<file path="config.mk">
export PLATFORM = sky130hd
export DESIGN_NAME = lru_page_replacement
export DESIGN_NICKNAME = d
export VERILOG_FILES = /design/src/rtl/core/lru_pr_pkg.sv /design/src/rtl/core/lru_pr_cell.sv /design/src/rtl/core/lru_page_replacement.sv
export SDC_FILE = /design/constraint.sdc
export NUM_CORES = 1
export LEC_CHECK = 0
export ABC_CLOCK_PERIOD_IN_PS = 8300
export BUFFER_PORTS_ARGS = -buffer_cell sky130_fd_sc_hd__buf_2
export CELL_PAD_IN_SITES_DETAIL_PLACEMENT = 1
export CELL_PAD_IN_SITES_GLOBAL_PLACEMENT = 1
export CORE_MARGIN = 4
export CORE_UTILIZATION = 53
export CTS_CLUSTER_SIZE = 40
export DETAILED_ROUTE_END_ITERATION = 8
export GPL_TIMING_DRIVEN = 0
export PLACE_DENSITY_LB_ADDON = 0.1
export SLEW_MARGIN = 10
export SYNTH_ARGS = -nofsm -noshare
export SYNTH_HDL_FRONTEND = slang
export SYNTH_SLANG_ARGS = --single-unit
</file>
<file path="constraint.sdc">
create_clock -name clk_i -period 8.3 [get_ports clk_i]
set_input_delay 0.83 -clock clk_i [delete_from_list [all_inputs] [get_ports clk_i]]
set_output_delay 0.83 -clock clk_i [all_outputs]
set_load 0.02 [all_outputs]
</file>
<file path="src/rtl/core/lru_pr_pkg.sv">
`timescale 1ns / 1ps

package lru_pr_pkg;

  // Per-request controls broadcast to every cell of the recency row
  typedef struct packed {
    logic en;      // a request is accepted this cycle
    logic hit;     // the page is resident
    logic evict;   // miss with all frames in use
    logic append;  // miss with a free frame
  } lru_ctrl_t;

  localparam int unsigned FrameCountW = 4;
  localparam int unsigned FaultCountW = 16;
  localparam logic [FrameCountW-1:0] FrameCountReset = FrameCountW'(3);

endpackage

</file>
<file path="src/rtl/core/lru_pr_cell.sv">
`timescale 1ns / 1ps

module lru_pr_cell #(
  parameter int unsigned PAGE_BITS = 8,
  parameter int unsigned OCC_W     = 4,
  parameter int unsigned IDX       = 0
) (
  input  logic                 clk_i,
  input  lru_pr_pkg::lru_ctrl_t ctrl_i,
  input  logic [PAGE_BITS-1:0] page_i,
  input  logic [OCC_W-1:0]     occ_i,
  input  logic [PAGE_BITS-1:0] upper_page_i,
  input  logic                 seen_i,
  output logic                 seen_o,
  output logic                 match_o,
  output logic [PAGE_BITS-1:0] page_o
);
  import lru_pr_pkg::*;

  localparam logic [OCC_W-1:0] IdxC   = OCC_W'(IDX);
  localparam logic [OCC_W-1:0] IdxP1C = OCC_W'(IDX + 1);

  logic [PAGE_BITS-1:0] page_q, page_d;
  logic                 occupied;
  logic                 shift_en;
  logic                 load_en;

  // Compare the request against this slot when it holds a resident page
  assign occupied = (IdxC < occ_i);
  assign match_o  = occupied && (page_q == page_i);

  // Pass on whether the shift region has started at or below this slot
  assign seen_o = seen_i | match_o;

  // Shift down below the top slot, load the request into the top slot
  assign shift_en = seen_o && (IdxP1C < occ_i);
  assign load_en  = ((ctrl_i.hit || ctrl_i.evict) && (IdxP1C == occ_i)) ||
                    (ctrl_i.append && (IdxC == occ_i));

  always_comb begin
    page_d = page_q;
    if (ctrl_i.en) begin
      if (load_en) begin
        page_d = page_i;
      end else if (shift_en) begin
        page_d = upper_page_i;
      end
    end
  end

  // Hold page contents; occupancy in the top level says which are live
  always_ff @(posedge clk_i) begin
    page_q <= page_d;
  end

  assign page_o = page_q;

endmodule

</file>
<file path="src/rtl/core/lru_page_replacement.sv">
`timescale 1ns / 1ps

// LRU page replacement engine.
// Requests: drive page_number_i and last_reference_i with start high; a
// request is taken at any rising edge where start is high and busy is low.
// busy stays low, so a new request may be issued every cycle.
// Results: one per request, on the result ports for one cycle with
// result_valid_o high, in the cycle after the request is taken.
// Throughput is one request per cycle; that figure is set by the row of
// FRAMES cells, which compare and shift all slots in the same cycle, with
// the hit position rippling through the cell chain.
// Configuration: frame_count_we_i writes frame_count_wdata_i into the frame
// limit; write only while no request is in flight. 0 acts as 1, values
// above FRAMES act as FRAMES.
// A request with last_reference_i set returns its result, then empties the
// stack and clears the fault count. Reset does the same and sets the frame
// limit to 3. Results cannot be held off by the receiver.
module lru_page_replacement #(
  parameter int unsigned FRAMES    = 8,
  parameter int unsigned PAGE_BITS = 8,
  localparam int unsigned OCC_W    = $clog2(FRAMES + 1)
) (
  input  logic                                  clk_i,
  input  logic                                  rst_ni,
  input  logic                                  frame_count_we_i,
  input  logic [lru_pr_pkg::FrameCountW-1:0]    frame_count_wdata_i,
  input  logic                                  start,
  output logic                                  busy,
  input  logic [PAGE_BITS-1:0]                  page_number_i,
  input  logic                                  last_reference_i,
  output logic                                  result_valid_o,
  output logic                                  fault_o,
  output logic                                  evicted_valid_o,
  output logic [PAGE_BITS-1:0]                  evicted_page_o,
  output logic [OCC_W-1:0]                      resident_count_o,
  output logic [lru_pr_pkg::FaultCountW-1:0]    fault_count_o
);
  import lru_pr_pkg::*;

  localparam int unsigned CMP_W = (OCC_W > FrameCountW) ? OCC_W : FrameCountW;
  localparam logic [CMP_W-1:0] FramesC = CMP_W'(FRAMES);
  localparam logic [CMP_W-1:0] OneC    = CMP_W'(1);
  localparam logic [FaultCountW-1:0] FaultMax = '1;

  logic [FrameCountW-1:0] frame_count_q;
  logic [OCC_W-1:0]       occ_q, occ_d, occ_upd;
  logic [FaultCountW-1:0] fault_total_q, fault_total_d, fault_upd;

  logic                   valid_q;
  logic                   fault_q, ev_valid_q;
  logic [PAGE_BITS-1:0]   ev_page_q;
  logic [OCC_W-1:0]       res_cnt_q;
  logic [FaultCountW-1:0] fault_cnt_q;

  logic                   accept;
  logic [CMP_W-1:0]       fc_ext, limit, occ_ext;
  logic                   hit, evict, append;
  lru_ctrl_t              ctrl;

  logic [PAGE_BITS-1:0]   cell_page [FRAMES];
  logic [PAGE_BITS-1:0]   upper_page [FRAMES];
  logic [FRAMES:0]        seen;
  logic [FRAMES-1:0]      match;

  assign busy   = 1'b0;
  assign accept = start && !busy;

  // Clamp the configured frame count into 1..FRAMES
  assign fc_ext = CMP_W'(frame_count_q);
  always_comb begin
    limit = fc_ext;
    if (fc_ext == '0) begin
      limit = OneC;
    end else if (fc_ext > FramesC) begin
      limit = FramesC;
    end
  end

  // Classify the request
  assign occ_ext = CMP_W'(occ_q);
  assign hit     = |match;
  assign evict   = !hit && (occ_ext >= limit);
  assign append  = !hit && !evict;

  assign ctrl.en     = accept;
  assign ctrl.hit    = hit;
  assign ctrl.evict  = evict;
  assign ctrl.append = append;

  // Row of recency cells, slot 0 least recent
  assign seen[0] = evict;
  for (genvar i = 0; i < FRAMES; i++) begin : g_cell
    if (i + 1 < FRAMES) begin : g_upper
      assign upper_page[i] = cell_page[i+1];
    end else begin : g_top
      assign upper_page[i] = '0;
    end

    lru_pr_cell #(
      .PAGE_BITS (PAGE_BITS),
      .OCC_W     (OCC_W),
      .IDX       (i)
    ) u_cell (
      .clk_i        (clk_i),
      .ctrl_i       (ctrl),
      .page_i       (page_number_i),
      .occ_i        (occ_q),
      .upper_page_i (upper_page[i]),
      .seen_i       (seen[i]),
      .seen_o       (seen[i+1]),
      .match_o      (match[i]),
      .page_o       (cell_page[i])
    );
  end

  // Advance occupancy and the saturating fault count
  assign occ_upd   = append ? occ_q + OCC_W'(1) : occ_q;
  assign fault_upd = (!hit && (fault_total_q != FaultMax)) ?
                     fault_total_q + FaultCountW'(1) : fault_total_q;

  always_comb begin
    occ_d         = occ_q;
    fault_total_d = fault_total_q;
    if (accept) begin
      occ_d         = last_reference_i ? '0 : occ_upd;
      fault_total_d = last_reference_i ? '0 : fault_upd;
    end
  end

  always_ff @(posedge clk_i or negedge rst_ni) begin
    if (!rst_ni) begin
      frame_count_q <= FrameCountReset;
      occ_q         <= '0;
      fault_total_q <= '0;
      valid_q       <= 1'b0;
    end else begin
      if (frame_count_we_i) begin
        frame_count_q <= frame_count_wdata_i;
      end
      occ_q         <= occ_d;
      fault_total_q <= fault_total_d;
      valid_q       <= accept;
    end
  end

  // Register the result of the request
  always_ff @(posedge clk_i) begin
    if (accept) begin
      fault_q     <= !hit;
      ev_valid_q  <= evict;
      ev_page_q   <= evict ? cell_page[0] : '0;
      res_cnt_q   <= occ_upd;
      fault_cnt_q <= fault_upd;
    end
  end

  assign result_valid_o   = valid_q;
  assign fault_o          = fault_q;
  assign evicted_valid_o  = ev_valid_q;
  assign evicted_page_o   = ev_page_q;
  assign resident_count_o = res_cnt_q;
  assign fault_count_o    = fault_cnt_q;

endmodule

</file>
==> impl_metrics.tcl <==
set metrics [dict create \
    wl_um 18000 \
    ys_top_cells_by_area "edfxtp_1 41%, dfrtp_1 8.5%, mux2_2 7.3%, xnor2_1 6.4%, xor2_1 3.7%" \
    status "finished, final reports clean" \
    wire_per_inst_um 21.9 \
    p_int_mw 1.70 \
    path_max_fanout 10 \
    post_cts_resized 0 \
    slew_viol_final 0 \
    fmax_ghz 0.235 \
    io_buffer_count 39 \
    n_antenna_cell 0 \
    clkPwrFrac_pct 29.6 \
    swShare_pct 33.7 \
    cts_tree "done" \
    globalplace.congestion 0.855 \
    yosysWarnings 0 \
    critPathCaptureType "flip-flop" \
    synth_top_area_share_pct 41.5 \
    power_density_nw_per_um2 327 \
    finalHoldViolations 0 \
    ys_seq_elements 119 \
    setup_viol 0 \
    slew_headroom_pct 29.5 \
    switching_power_mw 0.861 \
    drt_iter0_markers 338 \
    grt_pass1_vias 5273 \
    skew_ns 0.0105 \
    initial_utilization_pct 53.9 \
    drtAntennaViolNets 0 \
    path_class "reg -> reg" \
    fin_crit_sh_pct 51.4 \
    dieWidth_um 121 \
    tightest_slew_ns 1.05 \
    cts_buffers 17 \
    reg2regPathDepth 11 \
    grt_pass1_wl_um 28900 \
    hold_buffers 0 \
    fp.dieH_um 121 \
    num_vias 4898 \
    synth_edf_count 94 \
    maxCapViolations 0 \
    min_period_ns 4.26 \
    cp-start-kind "flip-flop" \
    overflow 0 \
    coreArea_um2 12600 \
    rsz0062_at_grt "false" \
    synth-seq-area-share_pct 50.7 \
    p_seq_share_pct 35.6 \
    p_comb_share_pct 34.9 \
    syn_area_per_cell_um2 11.8 \
    synth_ff_type "edfxtp_1" \
    drc 0 \
    synth_area_um2 6800 \
    cts_max_level 4 \
    ios 49 \
    cts_sinks 119 \
    finalNetCount 661 \
    synth_top_area_cell "edfxtp_1" \
    synth_cell_types 61 \
    die_area_um2 14700 \
    drive_above_1_share_pct 24.0 \
    dp_hpwl_um 12600 \
    p_leak_nw 2.99 \
    vdd_drop_max_v 0.000168 \
    cp.required_ns 8.36 \
    path_clk_slew_ns 0.06 \
    crit_arrival_ns 4.32 \
    clk_latency_ns 0.42 \
    drtPass1Iterations 4 \
    vias_per_cell 5.97 \
    fin_hold_ws_ns 0.433 \
    syn_nets 602 \
    antenna_found_initial 0 \
    synth_cells 577 \
    cts_buffer_depth 2 \
    synthArstFlopShare_pct 21.0 \
    final_util_pct 62.0 \
    placementRows 41 \
    grt_max_degree 34 \
    cts_setup_buffers 0 \
    cts-root-buf "clkbuf_16" \
    tns_ns 0 \
    syn_to_final_growth_pct 15.0 \
    track_usage_pct 25.8 \
    min_path_type "in -> async" \
]
-- critical path, cell delays in order, from the launching register on --
cell and delay, ns:
dfrtp_1 0.62, inv_1 0.19, ha_1 0.30, nor2b_1 0.16, o211ai_1 0.11, or4_1 0.55
nor4bb_1 0.17, buf_6 0.17, nand4_2 0.27, clkbuf_1 0.51, a21oi_1 0.19, a211oi_2 0.64
-- cells in the mapped netlist (5+ instances only) --
cell / n
a311o_1: 6
xor2_1: 29
buf_2: 14
inv_1: 20
xnor2_1: 50
ha_1: 8
dfrtp_1: 23
clkbuf_1: 19
a211o_1: 9
a21oi_1: 11
edfxtp_1: 94
buf_6: 5
and3_1: 17
nor4_1: 7
a211oi_1: 9
and2_1: 17
mux2_2: 44
nand4_1: 13
nand3_1: 20
nor2_1: 12
nand2_1: 37
a31oi_1: 5
mux2_4: 10
o21ai_0: 7
nor3_1: 21
nor2b_1: 9
-- state kept, by name, indices dropped and copies added (netlist names) --
register              count
occ_ext                   4
g_cell.u_cell.page_o     64
fault_total_q            16
evicted_page_o            8
evicted_valid_o           1
result_valid_o            1
fault_count_o            16
resident_count_o          4
fc_ext                    4
fault_o                   1
-- per-stage QoR --
| step | setup slack, ns | instance area (um2) | power (mW) | instances |
|---|---|---|---|---|
| detailed placement | 3.71 | 7230 | 1.79 | 789 |
| floorplan | 4.07 | 6800 | 1.55 | 577 |
| finish | 4.04 | 7830 | 2.56 | 821 |
| global placement | 3.21 | 7210 | 1.73 | 788 |
| global route | 3.77 | 7830 | 2.67 | 821 |
| CTS | 3.73 | 7820 | 2.56 | 821 |
-- power by group through the flow --
stage	Sequential [mW]	Clock, mW	Combinational (mW)
after CTS	0.909	0.762	0.886
after floorplan	0.936	0	0.609
final	0.909	0.756	0.892
after detailed placement	0.919	0	0.866
after global routing	0.921	0.789	0.961
after global placement	0.910	0	0.821
-- area by class of cell --
type                       instances  area, um2
tap                              172        215
clock inverter                    12        158
clock buffer                      20        437
timing repair buffer              40        200
inverter                          21       78.8
fill                            1333       4790
multi-input combinational        396       3060
buffer                            41        228
sequential                       119       3450
-- worst paths after layout --
check / startpoint / end / slack [ns]
setup / recovery: occ_ext[1] / g_cell[2].u_cell.page_o[1] / 4.04
setup reg to reg: occ_ext[1] / g_cell[2].u_cell.page_o[1] / 4.04
hold reg to reg: fc_ext[2] / fc_ext[2] / 0.56
hold / removal: rst_ni / fc_ext[2] / 0.43
max in group asynchronous: rst_ni / fault_total_q[14] / 7.45
min in group clk_i: fc_ext[2] / fc_ext[2] / 0.56
-- layout by cell type (no fill, tap or decap), types with 8 or more instances in the layout --
cell type  netlist  final
mux2_2          44     44
clkbuf_16        0     17
xnor2_1         50     50
mux2_4          10     10
ha_1             8      8
and3_1          17     17
xor2_1          29     29
a211oi_1         9      8
edfxtp_1        94     94
clkbuf_1        19     22
nor2b_1          9      9
inv_1           20     20
nor2_1          12     12
nand4_1         13     13
and2_1          17     17
a211o_1          9      9
nand2_1         37     37
nand3_1         20     20
buf_2           14     54
a21oi_1         11     11
nor3_1          21     21
dfrtp_1         23     23
-- per-layer routing --
| metal | vias to the layer above | global-route usage (%) | part of all wire (%) |
|---|---|---|---|
| li1 | 2250 | - | - |
| met1 | 2485 | 33.6 | 44 |
| met2 | 132 | 43.2 | 49 |
| met3 | 31 | 4.29 | 4.2 |
| met4 | 0 | 9.94 | 2.3 |
| met5 | - | 0 | 0 |
-- logic make-up (layout without fill, tap and decap cells) --
group / after synthesis / in the layout / synth area share, %
adders and majority gates: 8 / 8 / 1.47
muxes: 59 / 59 / 10.7
and+or+nand+nor: 173 / 173 / 13.8
DFF: 119 / 119 / 50.7
xor gates and xnor gates: 80 / 80 / 10.4
other: 1 / 1 / 0.0551
AOI/OAI and AO/OA: 75 / 75 / 8.33
buffers and inverters: 62 / 134 / 4.51
(Power assumes the default switching activity.)
